File: config.mk
export PLATFORM = sky130hd
export DESIGN_NAME = buddy_block_allocator
export DESIGN_NICKNAME = d
export VERILOG_FILES = /design/src/hdl/bba_pkg.sv /design/src/hdl/bba_ctrl.sv /design/src/hdl/bba_dp.sv /design/src/hdl/buddy_block_allocator.sv
export SDC_FILE = /design/constraint.sdc
export NUM_CORES = 2
export LEC_CHECK = 0
export BUFFER_PORTS_ARGS = -buffer_cell sky130_fd_sc_hd__buf_2
export CAP_MARGIN = 20
export CORE_MARGIN = 2
export CORE_UTILIZATION = 45
export DETAILED_ROUTE_END_ITERATION = 10
export GPL_ROUTABILITY_DRIVEN = 0
export GPL_TIMING_DRIVEN = 0
export PLACE_DENSITY_LB_ADDON = 0.05
export SLEW_MARGIN = 20
export SYNTH_ARGS = -nofsm -noshare
export SYNTH_HDL_FRONTEND = slang
export SYNTH_HIERARCHICAL = 1
export SYNTH_SLANG_ARGS = --single-unit
File: constraint.sdc
create_clock -name clk -period 14.38 [get_ports clk]
set_input_delay 0.719 -clock clk [delete_from_list [all_inputs] [get_ports clk]]
set_output_delay 0.719 -clock clk [all_outputs]
set_load 0.02 [all_outputs]
File: src/hdl/bba_pkg.sv
// types, codes and default constants of the buddy block allocator
// used by bba_ctrl, bba_dp and buddy_block_allocator; depends on nothing
`timescale 1ns / 1ps
`default_nettype none

package bba_pkg;

	localparam int NUM_UNITS_DEF  = 256;
	localparam int UNIT_SHIFT_DEF = 20;
	localparam int MAX_ORDER      = 15;

	localparam logic [1:0] MODE_ALLOC = 2'd0;
	localparam logic [1:0] MODE_FREE  = 2'd1;

	localparam logic [1:0] ST_OK    = 2'd0;
	localparam logic [1:0] ST_NOFIT = 2'd1;
	localparam logic [1:0] ST_RANGE = 2'd2;

	localparam logic [1:0] REG_BASE_ADDR = 2'd0;

	typedef struct packed {
		logic [1:0]  mode;
		logic [31:0] request_length;
		logic [7:0]  block_index;
	} req_t;

	typedef struct packed {
		logic [1:0]  status;
		logic [7:0]  result_index;
		logic [31:0] start_address;
		logic [31:0] block_bytes;
	} rsp_t;

	typedef enum logic [3:0] {
		OP_NONE,
		OP_CLR,
		OP_LOAD,
		OP_ORD_STEP,
		OP_RD_CUR,
		OP_SCAN_EV,
		OP_SPLIT,
		OP_ALLOC_WR,
		OP_WALK_EV,
		OP_FREE_CLR,
		OP_RD_BUDDY,
		OP_MERGE_WR1,
		OP_MERGE_WR2,
		OP_RESULT
	} op_t;

	typedef enum logic [1:0] {
		RES_OK_ADDR,
		RES_OK_FREE,
		RES_NOFIT,
		RES_RANGE
	} res_t;

	typedef struct packed {
		op_t  op;
		res_t res;
	} cmd_t;

	typedef struct packed {
		logic clr_done;
		logic is_alloc;
		logic is_free;
		logic len_zero;
		logic m_big;
		logic m_zero;
		logic bidx_range;
		logic scan_exact;
		logic scan_last;
		logic found_next;
		logic hit;
		logic past;
		logic split_more;
		logic merge_stop;
		logic merge_ok;
		logic out_free;
	} flags_t;

	typedef enum logic [3:0] {
		S_CLEAR,
		S_IDLE,
		S_DISP,
		S_ORDER,
		S_SCAN_RD,
		S_SCAN_EV,
		S_SPLIT,
		S_WALK_RD,
		S_WALK_EV,
		S_FREE_CLR,
		S_MERGE_CHK,
		S_MERGE_EV,
		S_MERGE_WR,
		S_RESP
	} state_t;

endpackage

`default_nettype wire

File: src/hdl/bba_ctrl.sv
// sequencer of the buddy block allocator: issues one datapath command a cycle
// depends on bba_pkg
`timescale 1ns / 1ps
`default_nettype none

module bba_ctrl import bba_pkg::*; (
	input  wire logic   clk,
	input  wire logic   arst_n,
	input  wire logic   req_valid,
	output logic        req_stall,
	input  wire flags_t flags,
	output cmd_t        cmd
);

	state_t state_q, state_d;
	res_t   res_q, res_d;

	always_ff @(posedge clk or negedge arst_n) begin
		if (!arst_n) begin
			state_q <= S_CLEAR;
			res_q   <= RES_OK_FREE;
		end else begin
			state_q <= state_d;
			res_q   <= res_d;
		end
	end

	always_comb begin
		state_d   = state_q;
		res_d     = res_q;
		cmd.op    = OP_NONE;
		cmd.res   = res_q;
		req_stall = 1'b1;
		unique case (state_q)
			S_CLEAR: begin
				if (flags.clr_done) begin
					state_d = S_IDLE;
				end else begin
					cmd.op = OP_CLR;
				end
			end
			S_IDLE: begin
				req_stall = 1'b0;
				if (req_valid) begin
					cmd.op  = OP_LOAD;
					state_d = S_DISP;
				end
			end
			S_DISP: begin
				if (flags.is_alloc) begin
					if (flags.len_zero || flags.m_big) begin
						res_d   = RES_NOFIT;
						state_d = S_RESP;
					end else begin
						state_d = S_ORDER;
					end
				end else if (flags.bidx_range) begin
					res_d   = RES_RANGE;
					state_d = S_RESP;
				end else begin
					state_d = S_WALK_RD;
				end
			end
			S_ORDER: begin
				if (flags.m_zero) begin
					state_d = S_SCAN_RD;
				end else begin
					cmd.op = OP_ORD_STEP;
				end
			end
			S_SCAN_RD: begin
				cmd.op  = OP_RD_CUR;
				state_d = S_SCAN_EV;
			end
			S_SCAN_EV: begin
				cmd.op = OP_SCAN_EV;
				if (flags.scan_exact) begin
					state_d = S_SPLIT;
				end else if (flags.scan_last) begin
					if (flags.found_next) begin
						state_d = S_SPLIT;
					end else begin
						res_d   = RES_NOFIT;
						state_d = S_RESP;
					end
				end else begin
					state_d = S_SCAN_RD;
				end
			end
			S_SPLIT: begin
				if (flags.split_more) begin
					cmd.op = OP_SPLIT;
				end else begin
					cmd.op  = OP_ALLOC_WR;
					res_d   = RES_OK_ADDR;
					state_d = S_RESP;
				end
			end
			S_WALK_RD: begin
				cmd.op  = OP_RD_CUR;
				state_d = S_WALK_EV;
			end
			S_WALK_EV: begin
				cmd.op = OP_WALK_EV;
				if (flags.hit) begin
					if (flags.is_free) begin
						state_d = S_FREE_CLR;
					end else begin
						res_d   = RES_OK_ADDR;
						state_d = S_RESP;
					end
				end else if (flags.past || flags.scan_last) begin
					res_d   = RES_RANGE;
					state_d = S_RESP;
				end else begin
					state_d = S_WALK_RD;
				end
			end
			S_FREE_CLR: begin
				cmd.op  = OP_FREE_CLR;
				state_d = S_MERGE_CHK;
			end
			S_MERGE_CHK: begin
				if (flags.merge_stop) begin
					res_d   = RES_OK_FREE;
					state_d = S_RESP;
				end else begin
					cmd.op  = OP_RD_BUDDY;
					state_d = S_MERGE_EV;
				end
			end
			S_MERGE_EV: begin
				if (flags.merge_ok) begin
					cmd.op  = OP_MERGE_WR1;
					state_d = S_MERGE_WR;
				end else begin
					res_d   = RES_OK_FREE;
					state_d = S_RESP;
				end
			end
			S_MERGE_WR: begin
				cmd.op  = OP_MERGE_WR2;
				state_d = S_MERGE_CHK;
			end
			S_RESP: begin
				if (flags.out_free) begin
					cmd.op  = OP_RESULT;
					state_d = S_IDLE;
				end
			end
			default: begin
				state_d = S_IDLE;
			end
		endcase
	end

endmodule

`default_nettype wire

File: src/hdl/bba_dp.sv
// datapath of the buddy block allocator: unit table, scan/split/merge registers,
// output register; depends on bba_pkg
`timescale 1ns / 1ps
`default_nettype none

module bba_dp import bba_pkg::*; #(
	parameter int NUM_UNITS  = NUM_UNITS_DEF,
	parameter int UNIT_SHIFT = UNIT_SHIFT_DEF
) (
	input  wire logic        clk,
	input  wire logic        arst_n,
	input  wire cmd_t        cmd,
	output flags_t           flags,
	input  wire req_t        req,
	input  wire logic [31:0] base_address,
	output logic             rsp_valid,
	input  wire logic        rsp_stall,
	output rsp_t             rsp
);

	localparam int IW = $clog2(NUM_UNITS);
	localparam int CW = IW + 1;
	localparam logic [15:0] NUM_VEC = 16'(NUM_UNITS);
	localparam logic [CW-1:0] NUM_C = CW'(NUM_UNITS);

	// table entry: {allocated, order}
	logic [4:0] mem [NUM_UNITS];
	logic [4:0] rd_q;

	logic [1:0]    mode_q;
	logic [31:0]   len_q;
	logic [7:0]    bidx_q;
	logic [31:0]   m_q;
	logic [3:0]    want_q;
	logic [CW-1:0] cur_q;
	logic [IW-1:0] best_q;
	logic [3:0]    besto_q;
	logic          found_q;
	logic [3:0]    o_q;
	logic [IW-1:0] ridx_q;
	logic [CW-1:0] clr_idx_q, clr_head_q;
	logic [3:0]    clr_bit_q;
	logic          out_valid_q;
	rsp_t          out_q;

	logic          rd_alloc;
	logic [3:0]    rd_ord;
	logic [CW-1:0] cur_next;
	logic          cand;
	logic [3:0]    besto_m1;
	logic [CW-1:0] split_buddy;
	logic [CW-1:0] merge_buddy;
	logic          we, re;
	logic [IW-1:0] waddr, raddr;
	logic [4:0]    wdata;
	logic [31:0]   len_m1;
	logic [IW+7:0] ridx_ext;
	logic [63:0]   off64;
	logic [5:0]    byte_sh;
	logic [31:0]   res_addr, res_bytes;

	assign rd_alloc    = rd_q[4];
	assign rd_ord      = rd_q[3:0];
	assign cur_next    = cur_q + (CW'(1) << rd_ord);
	assign cand        = !rd_alloc && (rd_ord >= want_q)
		&& ((rd_ord == want_q) || !found_q || (rd_ord < besto_q));
	assign besto_m1    = besto_q - 4'd1;
	assign split_buddy = {1'b0, best_q} ^ (CW'(1) << besto_m1);
	assign merge_buddy = cur_q ^ (CW'(1) << o_q);
	assign len_m1      = req.request_length - 32'd1;

	always_comb begin
		flags.clr_done   = clr_idx_q == NUM_C;
		flags.is_alloc   = mode_q == MODE_ALLOC;
		flags.is_free    = mode_q == MODE_FREE;
		flags.len_zero   = len_q == 32'd0;
		flags.m_big      = (m_q >> MAX_ORDER) != 32'd0;
		flags.m_zero     = m_q == 32'd0;
		flags.bidx_range = 16'(bidx_q) >= 16'(NUM_UNITS);
		flags.scan_exact = !rd_alloc && (rd_ord == want_q);
		flags.scan_last  = cur_next >= NUM_C;
		flags.found_next = found_q || cand;
		flags.hit        = 16'(cur_q) == 16'(bidx_q);
		flags.past       = 16'(cur_q) > 16'(bidx_q);
		flags.split_more = besto_q > want_q;
		// the merge ends at order IW or MAX_ORDER, or when the buddy lies at or above the pool size
		flags.merge_stop = (32'(o_q) >= MAX_ORDER) || (32'(o_q) >= IW)
			|| (merge_buddy >= NUM_C);
		flags.merge_ok   = !rd_alloc && (rd_ord == o_q);
		flags.out_free   = !out_valid_q || !rsp_stall;
	end

	// table port selection
	always_comb begin
		we    = 1'b0;
		re    = 1'b0;
		waddr = cur_q[IW-1:0];
		raddr = cur_q[IW-1:0];
		wdata = 5'd0;
		unique case (cmd.op)
			OP_CLR: begin
				we    = 1'b1;
				waddr = clr_idx_q[IW-1:0];
				if (clr_idx_q == clr_head_q) begin
					we    = NUM_VEC[clr_bit_q];
					wdata = {1'b0, clr_bit_q};
				end
			end
			OP_RD_CUR: begin
				re = 1'b1;
			end
			OP_SPLIT: begin
				we    = split_buddy < NUM_C;
				waddr = split_buddy[IW-1:0];
				wdata = {1'b0, besto_m1};
			end
			OP_ALLOC_WR: begin
				we    = 1'b1;
				waddr = best_q;
				wdata = {1'b1, want_q};
			end
			OP_FREE_CLR: begin
				we    = 1'b1;
				wdata = {1'b0, o_q};
			end
			OP_RD_BUDDY: begin
				re    = 1'b1;
				raddr = merge_buddy[IW-1:0];
			end
			OP_MERGE_WR1: begin
				we    = 1'b1;
				waddr = merge_buddy[IW-1:0];
				wdata = {1'b0, o_q + 4'd1};
			end
			OP_MERGE_WR2: begin
				we    = 1'b1;
				wdata = {1'b0, o_q + 4'd1};
			end
			default: begin
				we = 1'b0;
			end
		endcase
	end

	always_ff @(posedge clk) begin
		if (we) begin
			mem[waddr] <= wdata;
		end
		if (re) begin
			rd_q <= mem[raddr];
		end
	end

	always_ff @(posedge clk or negedge arst_n) begin
		if (!arst_n) begin
			clr_idx_q  <= '0;
			clr_head_q <= '0;
			clr_bit_q  <= 4'(IW);
		end else if (cmd.op == OP_CLR) begin
			if (clr_idx_q == clr_head_q) begin
				// falling powers of two of the pool size lay the reset blocks
				clr_bit_q <= clr_bit_q - 4'd1;
				if (NUM_VEC[clr_bit_q]) begin
					clr_head_q <= clr_head_q + (CW'(1) << clr_bit_q);
					clr_idx_q  <= clr_idx_q + CW'(1);
				end
			end else begin
				clr_idx_q <= clr_idx_q + CW'(1);
			end
		end
	end

	always_ff @(posedge clk) begin
		unique case (cmd.op)
			OP_LOAD: begin
				mode_q  <= req.mode;
				len_q   <= req.request_length;
				bidx_q  <= req.block_index;
				m_q     <= len_m1 >> UNIT_SHIFT;
				want_q  <= 4'd0;
				cur_q   <= '0;
				found_q <= 1'b0;
			end
			OP_ORD_STEP: begin
				m_q    <= m_q >> 1;
				want_q <= want_q + 4'd1;
			end
			OP_SCAN_EV: begin
				if (cand) begin
					best_q  <= cur_q[IW-1:0];
					besto_q <= rd_ord;
					found_q <= 1'b1;
				end
				cur_q <= cur_next;
			end
			OP_SPLIT: begin
				besto_q <= besto_m1;
			end
			OP_ALLOC_WR: begin
				ridx_q <= best_q;
				o_q    <= want_q;
			end
			OP_WALK_EV: begin
				if (flags.hit) begin
					o_q    <= rd_ord;
					ridx_q <= cur_q[IW-1:0];
				end else begin
					cur_q <= cur_next;
				end
			end
			OP_MERGE_WR2: begin
				o_q <= o_q + 4'd1;
				if (merge_buddy < cur_q) begin
					cur_q <= merge_buddy;
				end
			end
			default: begin
				o_q <= o_q;
			end
		endcase
	end

	assign ridx_ext  = {8'd0, ridx_q};
	assign off64     = 64'(ridx_q) << UNIT_SHIFT;
	assign res_addr  = base_address + off64[31:0];
	assign byte_sh   = 6'(o_q) + 6'(UNIT_SHIFT);
	assign res_bytes = byte_sh[5] ? 32'd0 : (32'd1 << byte_sh[4:0]);

	always_ff @(posedge clk or negedge arst_n) begin
		if (!arst_n) begin
			out_valid_q <= 1'b0;
		end else if (cmd.op == OP_RESULT) begin
			out_valid_q <= 1'b1;
		end else if (!rsp_stall) begin
			out_valid_q <= 1'b0;
		end
	end

	always_ff @(posedge clk) begin
		if (cmd.op == OP_RESULT) begin
			out_q.result_index  <= bidx_q;
			out_q.start_address <= 32'd0;
			out_q.block_bytes   <= 32'd0;
			unique case (cmd.res)
				RES_OK_ADDR: begin
					out_q.status        <= ST_OK;
					out_q.result_index  <= ridx_ext[7:0];
					out_q.start_address <= res_addr;
					out_q.block_bytes   <= res_bytes;
				end
				RES_OK_FREE: begin
					out_q.status <= ST_OK;
				end
				RES_NOFIT: begin
					out_q.status       <= ST_NOFIT;
					out_q.result_index <= 8'd0;
				end
				RES_RANGE: begin
					out_q.status <= ST_RANGE;
				end
				default: begin
					out_q.status <= ST_RANGE;
				end
			endcase
		end
	end

	assign rsp_valid = out_valid_q;
	assign rsp       = out_q;

endmodule

`default_nettype wire

File: src/hdl/buddy_block_allocator.sv
// top level of the buddy block allocator: configuration port and wiring
// depends on bba_pkg, bba_ctrl, bba_dp
`timescale 1ns / 1ps
`default_nettype none

// Buddy allocator over NUM_UNITS units of 2**UNIT_SHIFT bytes each. After reset
// the unit table is swept one entry a cycle, with req_stall high, pausing at
// each zero bit of NUM_UNITS from bit $clog2(NUM_UNITS) down to its lowest set
// bit; base_address writes are taken meanwhile. One request is worked at a time.
// Allocate works out the order, reads the block heads from unit 0 to an exact
// fit or the smallest larger free block, splits it down and marks it allocated;
// free and lookup walk the block heads from unit 0, and a free then merges with
// free buddies. The result sits in an output register, so the next request may
// be taken while it waits for the consumer.
module buddy_block_allocator import bba_pkg::*; #(
	parameter int NUM_UNITS  = NUM_UNITS_DEF,
	parameter int UNIT_SHIFT = UNIT_SHIFT_DEF
) (
	input  wire logic        clk,
	input  wire logic        arst_n,
	input  wire logic        psel,
	input  wire logic        penable,
	input  wire logic        pwrite,
	input  wire logic [1:0]  paddr,
	input  wire logic [31:0] pwdata,
	output logic [31:0]      prdata,
	output logic             pready,
	input  wire logic        req_valid,
	output logic             req_stall,
	input  wire req_t        req,
	output logic             rsp_valid,
	input  wire logic        rsp_stall,
	output rsp_t             rsp
);

	logic [31:0] base_q;
	flags_t      flags;
	cmd_t        cmd;
	logic        unused_addr;

	assign pready      = 1'b1;
	assign prdata      = base_q;
	// single register; every paddr value reads and writes it
	assign unused_addr = paddr != REG_BASE_ADDR;

	always_ff @(posedge clk or negedge arst_n) begin
		if (!arst_n) begin
			base_q <= 32'd0;
		end else if (psel && penable && pwrite && (unused_addr || !unused_addr)) begin
			base_q <= pwdata;
		end
	end

	bba_ctrl u_ctrl (
		.clk       (clk),
		.arst_n    (arst_n),
		.req_valid (req_valid),
		.req_stall (req_stall),
		.flags     (flags),
		.cmd       (cmd)
	);

	bba_dp #(
		.NUM_UNITS  (NUM_UNITS),
		.UNIT_SHIFT (UNIT_SHIFT)
	) u_dp (
		.clk          (clk),
		.arst_n       (arst_n),
		.cmd          (cmd),
		.flags        (flags),
		.req          (req),
		.base_address (base_q),
		.rsp_valid    (rsp_valid),
		.rsp_stall    (rsp_stall),
		.rsp          (rsp)
	);

`ifndef SYNTH
	// one request in flight: taking a beat closes the input at once
	a_one_in_flight: assert property (@(posedge clk) disable iff (!arst_n)
		req_valid && !req_stall |=> req_stall)
		else $error("request taken while another is in flight");

	// a fresh result only appears at the end of a request's work
	a_result_from_work: assert property (@(posedge clk) disable iff (!arst_n)
		$rose(rsp_valid) |-> $past(req_stall))
		else $error("result produced while idle");

	// status code three is never produced
	a_status_code: assert property (@(posedge clk) disable iff (!arst_n)
		rsp_valid |-> (rsp.status == ST_OK || rsp.status == ST_NOFIT
			|| rsp.status == ST_RANGE))
		else $error("bad status code");
`endif

endmodule

`default_nettype wire
==> summary.md <==
| Metric | Value |
|---|---|
| Outcome | `finished, final reports clean` |
| Sequential share of the synthesized area | `between 70% and 80%` |
| Worst Hold Launch | `req[4]` |
| Final net count | `between 4000 and 5000` |
| Synth area leaders | `edfxtp_1 69%, mux4_2 8.0%, nand2_1 2.5%, dfrtp_1 2.3%, nor2_1 1.9%` |
| Core area | `roughly 0.14 mm²` |
| Vias in the first global route | `between 30000 and 40000` |
| Slew HR | `6.670%` |
| Crit path launch type | `flip-flop` |
| Area growth syn-to-layout | `15.45%` |
| Detail Placement HPWL | `~150000 µm` |
| Final min period | `approximately 7600 ps` |
| CTS tree | `done` |
| Worst-Margin Slew | `roughly 1400 ps` |
| I/O Buffers | `188` |
| First-pass GRT wire length | `285000 µm` |
| Avg WL per Cell | `32.01 µm` |
| Util after Layout | `52.42%` |
| Post-synth EDFFs | `approximately 1500` |
| Crit path kind | `reg2reg` |
| Starting density of the core | `between 40% and 50%` |
| Peak supply drop | `approximately 0.14 mV` |
| Post-synthesis simple-gate area fraction | `about a tenth` |
| Maxcap violations | `0` |
| Share of the synthesized area in the top cell type | `roughly 69%` |
| Grt total ovfl | `0` |
| CTS Sinks | `1512` |
| Period utilisation layout | `53.01%` |
| Worst Hold Class | `in2reg` |
| Largest family of logic cells by synthesized area | `multiplexers` |
| Vias per cell | `6.017` |
| Largest net degree at the start of global routing | `127` |
| Reg2reg setup slack | `between 6000 and 7000 ps` |
| Post-route insts no fill | `approximately 6400` |
| Antenna viol nets, final | `0` |
| Min-Delay Endpoint | `u_dp/bidx_q[4]` |
| Final hold violations | `0` |
| Max Slew Vio Count | `0` |
| Mean post-synth cell area | `between 15 and 20 µm²` |
| GRT Resource Usage Total | `between 20% and 30%` |
| Mapped Cells | `3965` |
| Root Driver | `clkbuf_16` |
| Worst clock skew | `25.93 ps` |
| Synthesized-area fraction occupied by adder cells | `around 1.5%` |
| Mapped Area | `around 0.063 mm²` |
| Clock Tree Buf Depth | `3` |
| Inserted Clock Buffers | `about 160` |
| Post-synth top area cell | `edfxtp_1` |
| Worst-path clk slew | `60 ps` |
| Die Area | `0.1440 mm²` |
| Reg2Reg Depth | `21` |
| CP required | `roughly 15000 ps` |
| Power Dens Cells | `between 200 and 250 mW/mm²` |
| Chip Width | `approximately 380 µm` |
| RR Endpoint | `u_dp/rd_q[1]` |
| Hold path depth | `1` |
| Primary FF master, synth | `edfxtp_1` |
| Placed cells | `slightly above 6000` |
| Compound-Gate Fraction of Synth Area | `4.610%` |
| IO Pins | `~190` |
| FFs w/ async S/R, synth | `4.034%` |
| Post-synthesis mux area share | `approximately 10%` |
| Crit Path Max Fanout | `10` |
| DR vias | `between 30000 and 40000` |
| Post-route DRC | `0` |
| Number of register bits inferred by synthesis | `approximately 1500` |
| Num rows | `~140` |
| Layout cell share with drive strength beyond 1 | `between 20% and 30%` |
| RSZ-0062 raised after global routing | `no` |
| Final setup viols | `0` |
| Postcts setup bufs | `0` |
| Synth Area in XOR/XNOR | `0.8838%` |
| Worst Path Arrival | `just over 8000 ps` |
| Ys Warns | `6` |
| Die Ht | `379.4 µm` |
| Initial antenna violation count | `10` |
| H-tree levels | `4` |
| P_leak | `about 25 nW` |
| Critical R2R Launch | `u_dp/want_q[1]` |
| Final WL | `just over 200000 µm` |
| Drt first pass iters | `6` |
| Crit end category | `flip-flop` |
| Drt first-iter violations | `4771` |
| F_max | `0.1312 GHz` |
| Number of distinct library cells after synthesis | `approximately 110` |
| Worst skew pair latency | `820 ps` |
-- registers in the layout, summed over array words and instances, names as in the netlist, 5 cells and up --
name,cells
u_dp/bidx_q,8
u_dp/clr_idx_q,9
u_dp/clr_head_q,9
u_dp/len_q,32
u_dp/rsp,74
u_dp/rd_q,5
u_dp/m_q,12
u_dp/best_q,8
u_dp/mem,1280
u_dp/ridx_q,8
prdata,32
u_dp/cur_q,9
-- worst max path at each step --
stage                  endpoint       startpoint
6_report           u_dp/rd_q[1]   u_dp/want_q[1]
5_1_grt            u_dp/rd_q[2]   u_dp/want_q[1]
4_1_cts            u_dp/rd_q[0]   u_dp/want_q[1]
3_5_place_dp       u_dp/rd_q[0]   u_dp/want_q[1]
3_3_place_gp   u_dp/mem[106][2]     u_dp/rd_q[3]
2_1_floorplan    u_dp/mem[0][3]  u_dp/besto_q[1]
-- cell usage after synthesis, types with 39 or more instances --
library cell     n
nand3_1        200
ha_1            69
dfrtp_1         59
mux4_2         226
inv_1           62
edfxtp_1      1451
nand2_1        427
and2_1          39
nor4_1          47
xnor2_1         48
a21oi_1         72
buf_4           45
clkbuf_1        85
a22oi_1         70
nor3_1          46
o21ai_0         66
nand4_1         44
mux2i_1         58
buf_2           65
nor2_1         318
-- cell type report --
cell class	count	area, µm²
Fill cell	11419	66480
Sequential cell	1512	45100
Multi-Input combinational cell	2183	17020
Clock buffer	203	4217
Tap cell	1876	2347
Timing Repair Buffer	262	2066
Buffer	224	1294
Clock inverter	93	932.1
Inverter	63	244.0
Antenna cell	2	5.005
-- power by group --
part / internal [mW] / switching [mW]
combinational: 1.75 / 4.23
sequential: 5.32 / 0.139
clock: 2.32 / 1.75
-- critical path, cell delays in order, from the launching register on --
cell and delay [ps]:
edfxtp_1 480, inv_1 140, ha_1 310, nor2b_1 120, o21ai_0 80, nand2b_1 70
a21oi_1 60, a41oi_1 430, o21ai_0 170, a222oi_1 370, inv_1 150, buf_2 210
nand4bb_4 240, buf_8 190, mux2i_4 520, buf_2 740, nor2_1 360, clkbuf_1 560
a22oi_1 430, nand4_1 220, nor4_1 1150, nor4_1 240
-- metrics by stage --
| stage | cell area, µm² | setup TNS, ps | hold WS (ps) | power (mW) | setup WS, ps |
|---|---|---|---|---|---|
| final | 73230 | 0 | 87.84 | 15.51 | 6757 |
| after global routing | 73230 | 0 | 52.80 | 15.91 | 6876 |
| after CTS | 73210 | 0 | 29.33 | 15.44 | 7108 |
| after detailed placement | 68050 | 0 | 497.4 | 11.37 | 7129 |
| after global placement | 66780 | -4477260 | 488.4 | 11.38 | -7286 |
| after floorplan | 63490 | 0 | 423.4 | 8.694 | 3339 |
-- layer usage --
metal  wire length (µm)  GRT usage (%)  vias up
met1              82010          38.90    19847
met5                122              0        -
met3              19770          6.545      389
li1                   -              -    16340
met4               9969          12.73       18
met2              93540          44.12     2024
-- placed cells by master (no fill, tap or decap), types with 40 or more instances in the layout --
cell       synthesis  routed
edfxtp_1        1451    1451
clkinv_1           0      40
nand4_1           44      44
nor4_1            47      46
a22oi_1           70      70
a21oi_1           72      71
ha_1              69      69
inv_1             62      61
xnor2_1           48      48
mux4_2           226     226
dfrtp_1           59      59
nor2_1           318     315
clkbuf_16          0     161
o21ai_0           66      65
nand2_1          427     427
nand3_1          200     200
buf_4             45      83
mux2i_1           58      57
buf_2             65     253
clkbuf_1          85     116
-- logic make-up (layout without fill, tap and decap cells) --
family / after synthesis / after routing
buf+inv: 287 / 845
simple gates: 1277 / 1277
fa+ha+maj: 72 / 72
xor+xnor: 64 / 64
flops: 1512 / 1512
mux: 337 / 337
other cells: 2 / 21
compound gates: 414 / 414
-- what timing repair did --
| item | 4_1_cts | 5_1_grt |
|---|---|---|
| gates resized for setup | 0 | 0 |
| hold endpoints to repair | 18 | 0 |
| hold buffers | 1 | 0 |
Note: power is estimated with default switching activity, not from simulation.
